<file path="src/rtl/efd_pkg.sv">
// ----------------------------------------------------------------------------
// efd_pkg
// Shared types and constants for the EEG frame deframer: controller states,
// configuration register indexes, reset values and the command and status
// bundles between the controller and the datapath.
// ----------------------------------------------------------------------------
package efd_pkg;

  // Configuration register indexes
  typedef enum logic [1:0] {
    CFG_START  = 2'd0,
    CFG_END    = 2'd1,
    CFG_LENGTH = 2'd2,
    CFG_SCALE  = 2'd3
  } cfg_reg_t;

  localparam int CFG_DATA_W = 24;

  // Register reset values
  localparam logic [7:0]  START_RESET  = 8'd160;
  localparam logic [7:0]  END_RESET    = 8'd192;
  localparam logic [6:0]  LENGTH_RESET = 7'd21;
  localparam logic [23:0] SCALE_RESET  = 24'd8000000;

  // Shortest frame accepted as a length setting
  localparam logic [6:0] MIN_FRAME = 7'd18;

  // Controller states
  typedef enum logic [2:0] {
    ST_RECV,
    ST_READ_HI,
    ST_READ_LO,
    ST_RAW,
    ST_PROD,
    ST_SEND
  } state_t;

  // Controller to datapath
  typedef struct packed {
    logic take;       // byte transaction accepted this cycle
    logic rd_lo;      // read low sample byte, latch high byte
    logic load_raw;   // assemble the 16-bit sample
    logic load_prod;  // register the scaled product
    logic send_done;  // result transaction accepted this cycle
  } cmd_t;

  // Datapath to controller
  typedef struct packed {
    logic frame_good; // current byte closes a good, in-sequence frame
    logic last_chan;  // channel counter sits on the final channel
  } status_t;

endpackage

</file>
<file path="src/rtl/efd_ctrl.sv">
// ----------------------------------------------------------------------------
// efd_ctrl
// Controller for the EEG frame deframer. Takes bytes while receiving, and
// on a good frame walks every channel through read, assemble, scale, send.
// ----------------------------------------------------------------------------
module efd_ctrl (
  input  logic             clk,
  input  logic             rst,
  input  logic             rx_valid,
  input  logic             res_stall,
  input  efd_pkg::status_t status,
  output efd_pkg::cmd_t    cmd,
  output logic             rx_stall,
  output logic             res_valid
);

  efd_pkg::state_t state;
  efd_pkg::state_t state_next;

  // State register
  always_ff @(posedge clk) begin
    if (rst) begin
      state <= efd_pkg::ST_RECV;
    end else begin
      state <= state_next;
    end
  end

  // Next state and commands
  always_comb begin
    state_next    = state;
    cmd           = '0;
    rx_stall      = 1'b1;
    res_valid     = 1'b0;
    case (state)
      efd_pkg::ST_RECV: begin
        rx_stall = 1'b0;
        cmd.take = rx_valid;
        if (rx_valid && status.frame_good) begin
          state_next = efd_pkg::ST_READ_HI;
        end
      end
      efd_pkg::ST_READ_HI: begin
        state_next = efd_pkg::ST_READ_LO;
      end
      efd_pkg::ST_READ_LO: begin
        cmd.rd_lo  = 1'b1;
        state_next = efd_pkg::ST_RAW;
      end
      efd_pkg::ST_RAW: begin
        cmd.load_raw = 1'b1;
        state_next   = efd_pkg::ST_PROD;
      end
      efd_pkg::ST_PROD: begin
        cmd.load_prod = 1'b1;
        state_next    = efd_pkg::ST_SEND;
      end
      efd_pkg::ST_SEND: begin
        res_valid = 1'b1;
        if (!res_stall) begin
          cmd.send_done = 1'b1;
          state_next    = status.last_chan ? efd_pkg::ST_RECV : efd_pkg::ST_READ_HI;
        end
      end
      default: begin
        state_next = efd_pkg::ST_RECV;
      end
    endcase
  end

endmodule

</file>
<file path="src/rtl/efd_datapath.sv">
// ----------------------------------------------------------------------------
// efd_datapath
// Datapath for the EEG frame deframer: configuration registers, framing and
// sequence tracking, the frame byte store, sample assembly and scaling.
// ----------------------------------------------------------------------------
module efd_datapath #(
  parameter int CHANNELS  = 8,
  parameter int MAX_FRAME = 64
) (
  input  logic                               clk,
  input  logic                               rst,
  input  efd_pkg::cmd_t                      cmd,
  input  logic                               cfg_write,
  input  logic [1:0]                         cfg_index,
  input  logic [efd_pkg::CFG_DATA_W-1:0]     cfg_data,
  input  logic [7:0]                         rx_byte,
  output efd_pkg::status_t                   status,
  output logic [2:0]                         channel,
  output logic signed [15:0]                 raw_sample,
  output logic signed [39:0]                 scaled_value,
  output logic [31:0]                        frame_number,
  output logic                               last_channel
);

  localparam int AW = $clog2(MAX_FRAME);
  localparam int CW = (CHANNELS > 1) ? $clog2(CHANNELS) : 1;
  localparam logic [6:0]    MaxLen   = 7'(MAX_FRAME);
  localparam logic [CW-1:0] LastChan = CW'(CHANNELS - 1);

  // Configuration
  logic [7:0]  start_marker;
  logic [7:0]  end_marker;
  logic [6:0]  frame_length;
  logic [23:0] scale_q16;

  // Framing state
  logic [6:0]  byte_position;
  logic [7:0]  expected_index;
  logic        index_known;
  logic        discard_next;
  logic [7:0]  index_byte;
  logic [31:0] good_frame_count;
  logic [CW-1:0] chan;

  // Store and sample path
  logic [7:0]  frame_store [MAX_FRAME];
  logic [7:0]  rd_data;
  logic [7:0]  hi_byte;
  logic signed [15:0] raw;
  logic signed [39:0] product;

  logic [6:0]    active_len;
  logic [6:0]    pos_inc;
  logic          frame_end;
  logic          end_ok;
  logic          seq_ok;
  logic          store_en;
  logic [6:0]    chan_ext;
  logic [6:0]    hi_addr;
  logic [6:0]    lo_addr;
  logic [AW-1:0] rd_addr;
  logic signed [40:0] prod_full;

  // Saturate the frame length to the supported range
  always_comb begin
    if (frame_length < efd_pkg::MIN_FRAME) begin
      active_len = efd_pkg::MIN_FRAME;
    end else if (frame_length > MaxLen) begin
      active_len = MaxLen;
    end else begin
      active_len = frame_length;
    end
  end

  // Frame completion and acceptance checks on the incoming byte
  assign pos_inc   = byte_position + 7'd1;
  assign frame_end = (byte_position != 7'd0) && ((pos_inc == 7'd0) || (pos_inc >= active_len));
  assign end_ok    = (rx_byte == end_marker);
  assign seq_ok    = !index_known || (index_byte == expected_index);
  assign store_en  = cmd.take && !discard_next && (byte_position != 7'd0) &&
                     (byte_position < MaxLen);

  assign status.frame_good = !discard_next && frame_end && end_ok && seq_ok;
  assign status.last_chan  = (chan == LastChan);

  // Control state and configuration
  always_ff @(posedge clk) begin
    if (rst) begin
      start_marker     <= efd_pkg::START_RESET;
      end_marker       <= efd_pkg::END_RESET;
      frame_length     <= efd_pkg::LENGTH_RESET;
      scale_q16        <= efd_pkg::SCALE_RESET;
      byte_position    <= 7'd0;
      expected_index   <= 8'd0;
      index_known      <= 1'b0;
      discard_next     <= 1'b0;
      good_frame_count <= 32'd0;
      chan             <= '0;
    end else begin
      if (cfg_write) begin
        case (cfg_index)
          efd_pkg::CFG_START:  start_marker <= cfg_data[7:0];
          efd_pkg::CFG_END:    end_marker   <= cfg_data[7:0];
          efd_pkg::CFG_LENGTH: frame_length <= cfg_data[6:0];
          efd_pkg::CFG_SCALE:  scale_q16    <= cfg_data[23:0];
          default: ;
        endcase
      end
      // Advance the framing state on each accepted byte
      if (cmd.take) begin
        if (discard_next) begin
          discard_next <= 1'b0;
        end else if (byte_position == 7'd0) begin
          if (rx_byte == start_marker) begin
            byte_position <= 7'd1;
          end
        end else if (frame_end) begin
          byte_position <= 7'd0;
          if (!end_ok) begin
            discard_next <= 1'b1;
          end else begin
            expected_index <= index_byte + 8'd1;
            index_known    <= 1'b1;
          end
        end else begin
          byte_position <= pos_inc;
        end
      end
      // Step the channel counter, count the frame after its final channel
      if (cmd.send_done) begin
        if (status.last_chan) begin
          chan             <= '0;
          good_frame_count <= good_frame_count + 32'd1;
        end else begin
          chan <= chan + CW'(1);
        end
      end
    end
  end

  // Hold the sequence index byte of the frame in progress
  always_ff @(posedge clk) begin
    if (cmd.take && !discard_next && (byte_position == 7'd1)) begin
      index_byte <= rx_byte;
    end
  end

  // Sample byte addresses for the current channel
  assign chan_ext = 7'(chan);
  assign hi_addr  = {chan_ext[5:0], 1'b0} + 7'd1;
  assign lo_addr  = {chan_ext[5:0], 1'b0} + 7'd2;
  assign rd_addr  = cmd.rd_lo ? lo_addr[AW-1:0] : hi_addr[AW-1:0];

  // Frame byte store, one write and one registered read per cycle
  always_ff @(posedge clk) begin
    if (store_en) begin
      frame_store[byte_position[AW-1:0]] <= rx_byte;
    end
    rd_data <= frame_store[rd_addr];
  end

  // Assemble the sample and scale it
  assign prod_full = raw * $signed({1'b0, scale_q16});

  always_ff @(posedge clk) begin
    if (cmd.rd_lo) begin
      hi_byte <= rd_data;
    end
    if (cmd.load_raw) begin
      raw <= $signed({hi_byte, rd_data});
    end
    if (cmd.load_prod) begin
      product <= prod_full[39:0];
    end
  end

  assign channel      = 3'(chan);
  assign raw_sample   = raw;
  assign scaled_value = product;
  assign frame_number = good_frame_count;
  assign last_channel = status.last_chan;

endmodule

</file>
<file path="src/rtl/eeg_frame_deframer_unit.sv">
// ----------------------------------------------------------------------------
// eeg_frame_deframer_unit
// Parses start/end byte framed EEG packets and emits one scaled sample per
// channel for each good, in-sequence frame.
// ----------------------------------------------------------------------------
// Usage:
//   Received bytes enter on rx_valid/rx_stall/rx_byte, one per transaction.
//   Results leave on res_valid/res_stall with channel, raw_sample,
//   scaled_value, frame_number and last_channel; a good frame gives
//   CHANNELS result transactions, channel 0 first, last_channel on the final.
//   Configuration writes use cfg_write/cfg_index/cfg_data, no wait states.
// Timing:
//   Bytes are taken while receiving. The byte that closes a good frame starts
//   emission: each channel goes through two reads through the one read
//   port of the frame store, sample assembly, one registered multiply and
//   send, and result stalls lengthen it; no byte is taken before the final
//   channel is sent. rx_stall stays high for the whole emission.
// Reset:
//   rst is synchronous; it clears framing state, the good frame count and
//   the sequence tracking, and loads the register defaults.
//   While res_stall is high on a result, that result holds and nothing advances.
// ----------------------------------------------------------------------------
module eeg_frame_deframer_unit #(
  parameter int CHANNELS  = 8,
  parameter int MAX_FRAME = 64
) (
  input  logic                           clk,
  input  logic                           rst,
  input  logic                           cfg_write,
  input  logic [1:0]                     cfg_index,
  input  logic [efd_pkg::CFG_DATA_W-1:0] cfg_data,
  input  logic                           rx_valid,
  output logic                           rx_stall,
  input  logic [7:0]                     rx_byte,
  output logic                           res_valid,
  input  logic                           res_stall,
  output logic [2:0]                     channel,
  output logic signed [15:0]             raw_sample,
  output logic signed [39:0]             scaled_value,
  output logic [31:0]                    frame_number,
  output logic                           last_channel
);

  efd_pkg::cmd_t    cmd;
  efd_pkg::status_t status;

  efd_ctrl u_ctrl (
    .clk       (clk),
    .rst       (rst),
    .rx_valid  (rx_valid),
    .res_stall (res_stall),
    .status    (status),
    .cmd       (cmd),
    .rx_stall  (rx_stall),
    .res_valid (res_valid)
  );

  efd_datapath #(
    .CHANNELS  (CHANNELS),
    .MAX_FRAME (MAX_FRAME)
  ) u_datapath (
    .clk          (clk),
    .rst          (rst),
    .cmd          (cmd),
    .cfg_write    (cfg_write),
    .cfg_index    (cfg_index),
    .cfg_data     (cfg_data),
    .rx_byte      (rx_byte),
    .status       (status),
    .channel      (channel),
    .raw_sample   (raw_sample),
    .scaled_value (scaled_value),
    .frame_number (frame_number),
    .last_channel (last_channel)
  );

  // No byte is taken while a result is on offer
  assert property (@(posedge clk) disable iff (rst) res_valid |-> rx_stall)
    else $error("byte accepted during result emission");

  // After the final channel, return to receiving
  assert property (@(posedge clk) disable iff (rst)
    (res_valid && !res_stall && last_channel) |=> (!res_valid && !rx_stall))
    else $error("emission did not end after final channel");

  // The good frame count steps once per emitted frame
  assert property (@(posedge clk) disable iff (rst)
    (res_valid && !res_stall && last_channel) |=> (frame_number == $past(frame_number) + 32'd1))
    else $error("frame count did not advance");

  // Next channel of the same frame follows after the read and scale steps
  assert property (@(posedge clk) disable iff (rst)
    (res_valid && !res_stall && !last_channel) |=> ##4
      (res_valid && channel == $past(channel, 5) + 3'd1 &&
       frame_number == $past(frame_number, 5)))
    else $error("channel sequence broken");

endmodule

</file>
<file path="config.mk">
export PLATFORM = sky130hd
export DESIGN_NAME = eeg_frame_deframer_unit
export DESIGN_NICKNAME = d
export VERILOG_FILES = /design/src/rtl/efd_pkg.sv /design/src/rtl/efd_ctrl.sv /design/src/rtl/efd_datapath.sv /design/src/rtl/eeg_frame_deframer_unit.sv
export SDC_FILE = /design/constraint.sdc
export NUM_CORES = 1
export LEC_CHECK = 0
export BUFFER_PORTS_ARGS = -buffer_cell sky130_fd_sc_hd__buf_2
export CAP_MARGIN = 20
export CELL_PAD_IN_SITES_DETAIL_PLACEMENT = 1
export CELL_PAD_IN_SITES_GLOBAL_PLACEMENT = 1
export CORE_ASPECT_RATIO = 0.7
export CORE_UTILIZATION = 45
export CTS_CLUSTER_SIZE = 10
export DETAILED_ROUTE_END_ITERATION = 8
export GPL_TIMING_DRIVEN = 0
export PLACE_DENSITY_LB_ADDON = 0.1
export REMOVE_ABC_BUFFERS = 1
export SYNTH_ARGS = -nofsm -noshare
export SYNTH_HDL_FRONTEND = slang
export SYNTH_HIERARCHICAL = 1
export SYNTH_SLANG_ARGS = --single-unit
</file>
<file path="constraint.sdc">
create_clock -name clk -period 7.91 [get_ports clk]
set_input_delay 0.791 -clock clk [delete_from_list [all_inputs] [get_ports clk]]
set_output_delay 0.791 -clock clk [all_outputs]
set_load 0.02 [all_outputs]
</file>
### Yosys cells after proc, flatten, opt, wreduce, memory -nomap -nowiden

Memory sizes are Yosys's and may differ from the RTL's. A register that Yosys moved wholly into a read port is not among the register bits.
Cells that the tools add are included.

| word-level totals | value |
|---|---|
| ROM bits | 0 |
| output and inout bits | 94 |
| word-level logic and storage cells | 96 |
| bits in writable memories | 512 |
| bits in registers | 174 |
| memories | 1 |
| bits in latches | 0 |

Memory list:

| memory | words | bits a word | rd ports | clocked after memory_dff | wr ports | line | source |
|---|---|---|---|---|---|---|---|
| u_datapath.frame_store | 64 | 8 | 1 | 1 | 1 | efd_datapath.sv:46 | `logic [7:0] frame_store [MAX_FRAME];` |

| operators by class | value |
|---|---|
| reductions and logical operators | 26 |
| shifts and indexed selects | 0 |
| muxes and demuxes | 25 |
| add/subtract/negate cells | 6 |
| equality and inequality tests | 16 |
| bitwise gates (word level) | 2 |
| magnitude comparators | 4 |
| div/mod/pow operators | 0 |
| multipliers | 1 |

Operator list:

| operator | count |
|---|---|
| $mul A16 B25 Y40 | 1 |
| $mux W7 | 5 |
| $add A32 B1 Y32 const B | 1 |
| $eq A8 B8 Y1 | 3 |
| $pmux W3 S6 | 1 |
| $mux W1 | 15 |
| $logic_not A7 Y1 | 2 |
| $reduce_and A2 Y1 | 6 |
| $eq A3 B3 Y1 const B | 3 |
| $logic_and A1 B1 Y1 | 9 |
| $mux W3 | 3 |
| $add A8 B1 Y8 const B | 1 |
| $add A7 B1 Y7 const B | 1 |
| $eq A7 B1 Y1 const B | 1 |
| $ge A7 B7 Y1 | 1 |
| $gt A7 B7 Y1 const B | 1 |
| $lt A7 B5 Y1 const B | 1 |
| $lt A7 B7 Y1 const B | 1 |
| $reduce_bool A7 Y1 | 1 |
| $eq A3 B2 Y1 const B | 2 |
| $mux W6 | 1 |
| $add A4 B1 Y5 const B | 1 |
| $add A4 B2 Y5 const B | 1 |
| $reduce_and A5 Y1 | 1 |
| 12 further kinds | 17 |

### Depth between registers and ports, before layout

| depth | value |
|---|---|
| depth after elaboration | 12 |
| mapped depth | 24 |
| depth with buffers taken out | 22 |

### By module

The synthesis kept the hierarchy.

Modules (own cells, without submodules):

| module | cells each | times used | seq. area each (um2) | area an instance (um2) |
|---|---|---|---|---|
| efd_datapath | 2592 | 1 | 11030.6 | 28429.8 |
| efd_ctrl | 23 | 1 | 60.1 | 181.4 |

### Worst setup path before layout

No wires, ideal clock.

| path | value |
|---|---|
| path kind | flip-flop to flip-flop |
| from | register u_datapath.raw[15] (netlist: u_datapath/raw_sample[15]) |
| to | register u_datapath.product[39] (netlist: u_datapath/scaled_value[39]) (data pin) |
| period minus slack after synthesis | 6.151 ns |
| buffers on the path | 3 |
| arrival | 5.999 ns |
| slack | 1.759 ns |
| stages on the path, launching flop included | 24 |
| cell sequence | edfxtp_1 > clkbuf_1 > inv_1 > clkbuf_1 > nor2_1 > fa_1 > inv_1 > fa_1 > fa_1 > inv_1 > fa_1 > fa_1 > inv_1 > fa_1 > inv_1 > ha_1 > clkbuf_1 > and4_1 > a211oi_1 > o21ai_0 > nand3_1 > a21o_4 > a221o_1 > a31oi_1 |

| between the ends | value |
|---|---|
| cells in the longest elaborated chain, start to end | 1 |

Ends and longest elaborated chain:

| element | line | source |
|---|---|---|
| from (decl) | efd_datapath.sv:49 | `logic signed [15:0] raw;` |
| from (signal assigned) | efd_datapath.sv:170 | `raw <= $signed({hi_byte, rd_data});` |
| $mul A16 B25 Y40 | efd_datapath.sv:163 | `assign prod_full = raw * $signed({1'b0, scale_q16});` |
| named net u_datapath.prod_full[39] | efd_datapath.sv:62 | `logic signed [40:0] prod_full;` |
| to (signal assigned) | efd_datapath.sv:173 | `product <= prod_full[39:0];` |
| to (decl) | efd_datapath.sv:50 | `logic signed [39:0] product;` |

The timed path passes the listed nets, and every way through them passes these cells.
A chain may end at the register's enable or synchronous reset.

### Final worst setup path

| path | value |
|---|---|
| from | register u_datapath.scale_q16[9] |
| to | register u_datapath.product[38] (netlist: u_datapath/scaled_value[38]) (data pin) |

| between the ends | value |
|---|---|
| cells in the longest elaborated chain, start to end | 1 |

Ends and longest elaborated chain:

| element | line | source |
|---|---|---|
| from (decl) | efd_datapath.sv:34 | `logic [23:0] scale_q16;` |
| from (signal assigned) | efd_datapath.sv:92 | `scale_q16 <= efd_pkg::SCALE_RESET;` |
| from (signal assigned) | efd_datapath.sv:105 | `efd_pkg::CFG_SCALE: scale_q16 <= cfg_data[23:0];` |
| $mul A16 B25 Y40 | efd_datapath.sv:163 |  |
| named net u_datapath.prod_full[38] | efd_datapath.sv:62 |  |

The timed path passes the listed nets, and every way through them passes these cells.

==> impl_metrics.env <==
export IMPL_fp_dieH_um=213
export IMPL_finalHoldViolCount=0
export IMPL_crit_fanout=17
export IMPL_vias_per_cell=5.42
export IMPL_synth_cell_type_count=68
export IMPL_fin_crit_ns=7.66
export IMPL_dp_final_hpwl_um=56600
export IMPL_cp_slowest_stage_delay_ns=1.06
export IMPL_rsz0062_at_grt="no"
export IMPL_synthTopCellsByArea="edfxtp_1 31%, fa_1 21%, dfxtp_1 7.7%, ha_1 6.5%, inv_1 5.3%"
export IMPL_first_iter_violations=1214
export IMPL_coreArea_um2=62200
export IMPL_antenna_left=0
export IMPL_gr_usage_met3_pct=4.48
export IMPL_drtPass1Iterations=5
export IMPL_crit_slowest_cell="dfxtp_1"
export IMPL_critPathKind="register to register"
export IMPL_drive_above_1_share_pct=10.8
export IMPL_max_cap_violations=0
export IMPL_ys_seq_area_share_pct=38.8
export IMPL_synth_seq_cells=406
export IMPL_clockRootBuffer="clkbuf_16"
export IMPL_leakage_uw=0.0138
export IMPL_synthCells=2615
export IMPL_finalMaxSlewViolations=0
export IMPL_synthToLayoutAreaGrowth_pct=11.8
export IMPL_hold_class="primary input to register"
export IMPL_netlist_top_cells_count="405 x inv_1, 379 x nand2_1, 306 x fa_1"
export IMPL_grt_first_pass_wirelength_um=122000
export IMPL_cts_buffers=48
export IMPL_grt_pass1_vias=21200
export IMPL_intPower_uw=4610
export IMPL_port_buffer_count=132
export IMPL_die_area_um2=64600
export IMPL_drt_wl_total_um=78800
export IMPL_crit_chain="nand2_1, fa_1, inv_1, fa_1, fa_1, fa_1, fa_1, inv_1, fa_1, inv_1, ha_1, nand4_1, nor4_1, o211ai_1, nand4b_1, nand3_1, a41oi_1, xor2_1"
export IMPL_num_io_pins=133
export IMPL_swShare_pct=34.1
export IMPL_syn_area_um2=28600
export IMPL_clock_latency_ns=0.62
export IMPL_power_frac_comb_pct=34.6
export IMPL_dp_cells=3477
export IMPL_grt_overflow=0
export IMPL_grt_busiest_layer="met2"
export IMPL_synth_top_cell_by_area="edfxtp_1"
export IMPL_cts_buffer_depth=3
export IMPL_maxSlewHeadroom_pct=24.7
export IMPL_fin_total_pwr_uw=6990
export IMPL_grt_max_degree=55
export IMPL_place_gp_congestion=0.825
export IMPL_async_flop_share_pct=0
export IMPL_die_x_um=303
export IMPL_cts_tree="done"
export IMPL_status="finished clean"
export IMPL_p_sw_uw=2380
export IMPL_critPathBufInv=3
export IMPL_fin_cells=3582
export IMPL_vias=19400
export IMPL_clkPwrFrac_pct=30.6
export IMPL_drc=0
export IMPL_initial_utilization_pct=46.0
export IMPL_yosys_warnings=6
export IMPL_holdBufCountCts=0
export IMPL_worst_pin_slew_ns=1.13
export IMPL_fin_util_pct=51.5
export IMPL_clk_pin_slew_ns=0.06
export IMPL_synth_most_common_cell="inv_1"
export IMPL_start_kind="register"
export IMPL_gr_usage_met1_pct=37.1
export IMPL_antenna_found_initial=2
export IMPL_track_usage_pct=25.2
export IMPL_h_tree_depth=2
export IMPL_irDropWorstVdd_mv=0.190
export IMPL_finClkSkew_ns=0.0599
export IMPL_synth_edf_count=296
export IMPL_yosysTopAreaCellShare_pct=31.1
export IMPL_finalSetupViolCount=0
export IMPL_grt_met2_usage_pct=39.1
export IMPL_endpoint_kind="register"
export IMPL_seqPwrFrac_pct=34.8
export IMPL_fin_crit_sh_pct=96.8
export IMPL_wl_per_cell_um=22.0
export IMPL_fin_nets=3215
export IMPL_worst_path_most_repeated_cell="fa_1"
export IMPL_powerDensity_nw_per_um2=218
export IMPL_row_count=76
export IMPL_synth_ff_type="edfxtp_1"
export IMPL_clock_sinks=406
export IMPL_path_delay_family="adder cells"
export IMPL_worstPathArrival_ns=8.02
export IMPL_worstPathRequired_ns=8.27
export IMPL_syn_area_per_cell_um2=10.9
export IMPL_clock_fmax_ghz=0.131
==> per-layer routing <==
layer | vias up | share of wire (%)
li1 | 8702 | -
met1 | 10200 | 47
met2 | 456 | 45
met3 | 72 | 6.3
met4 | 4 | 1.4
met5 | - | 0.024
==> path summary, 6_finish.rpt <==
check,start,to,slack [ns],cells after the start
setup / recovery,u_datapath/scale_q16[9]$_SDFFE_PP1P_,u_datapath/scaled_value[38]$_DFFE_PP_,0.25,18
hold / removal,cfg_data[9],u_datapath/scale_q16[9]$_SDFFE_PP1P_,0.40,3
setup reg to reg,u_datapath/scale_q16[9]$_SDFFE_PP1P_,u_datapath/scaled_value[38]$_DFFE_PP_,0.25,18
hold reg to reg,u_datapath/hi_byte[5]$_DFFE_PP_,u_datapath/raw_sample[13]$_DFFE_PP_,0.42,0
==> metrics by stage <==
step | setup slack (ns) | setup TNS, ns | hold slack, ns | area [um^2]
6_report | 0.251 | 0 | 0.397 | 32000
5_1_grt | 0.0598 | 0 | 0.400 | 32000
4_1_cts | 0.234 | 0 | 0.361 | 31800
3_5_place_dp | 0.198 | 0 | 0.406 | 30300
3_3_place_gp | -7.77 | -67.41 | 0.404 | 29800
2_1_floorplan | -0.259 | -1.57 | 0.400 | 28200
==> worst min-delay path, stage by stage <==
cell and delay (ns):
buf_2 0.08, nand2_1 0.05, nand3_1 0.07
==> cell usage in the layout, fill, tap and decap left out, types with 14 or more instances in the layout <==
| cell type | count |
|---|---|
| nand2b_1 | 15 |
| a21oi_1 | 100 |
| nand3_1 | 52 |
| or3_1 | 14 |
| and2_1 | 167 |
| nand4_1 | 15 |
| clkbuf_16 | 49 |
| ha_1 | 148 |
| mux2i_1 | 25 |
| xnor2_1 | 50 |
| inv_1 | 404 |
| dfxtp_1 | 109 |
| buf_2 | 133 |
| xor2_1 | 50 |
| nand2_1 | 379 |
| clkbuf_1 | 33 |
| nor2_1 | 136 |
| a21o_1 | 26 |
| fa_1 | 306 |
| mux4_2 | 48 |
| nor3_1 | 19 |
| edfxtp_1 | 296 |
| o21ai_0 | 29 |
==> sequential cells by signal, summed over array words and instances (netlist names), 16 cells and up <==
name,cells
u_datapath/raw_sample,16
u_datapath/scale_q16,24
u_datapath/frame_store,224
u_datapath/scaled_value,40
u_datapath/frame_number,32
==> logic make-up (layout without fill, tap and decap cells) <==
| group | Yosys count | in the layout | synth area share, % |
|---|---|---|---|
| DFF | 406 | 406 | 38.8 |
| buffers and inverters | 516 | 663 | 6.87 |
| and+or+nand+nor | 840 | 840 | 13.6 |
| other | 0 | 1 | 0 |
| muxes | 76 | 76 | 4.76 |
| adders and majority gates | 454 | 454 | 27.9 |
| xor gates and xnor gates | 100 | 100 | 3.06 |
| AOI/OAI and AO/OA | 223 | 223 | 5.03 |
==> final cells by class <==
| type | count | area, um^2 |
|---|---|---|
| inverters | 405 | 1520 |
| clock inverters | 5 | 106 |
| clock buffers | 85 | 1390 |
| fillers | 6649 | 30200 |
| well taps | 819 | 1020 |
| flip-flops and latches | 406 | 11100 |
| multi-input cells | 1693 | 15600 |
| repair buffers | 168 | 1270 |
| diodes | 1 | 2.50 |
==> timing repair <==
item                       4_1_cts  5_1_grt
buffers inserted                 0        4
gates resized for setup          0        1
setup endpoints to repair        0        2
==> power by group through the flow <==
| stage | Clock, uW | Sequential [uW] | Combinational [uW] |
|---|---|---|---|
| 2_1_floorplan | 0 | 2450 | 1810 |
| 3_3_place_gp | 0 | 2480 | 2340 |
| 3_5_place_dp | 0 | 2480 | 2400 |
| 4_1_cts | 2200 | 2430 | 2430 |
| 5_1_grt | 2260 | 2430 | 2730 |
| 6_report | 2140 | 2430 | 2420 |
Note: power is estimated with default switching activity, not from simulation.
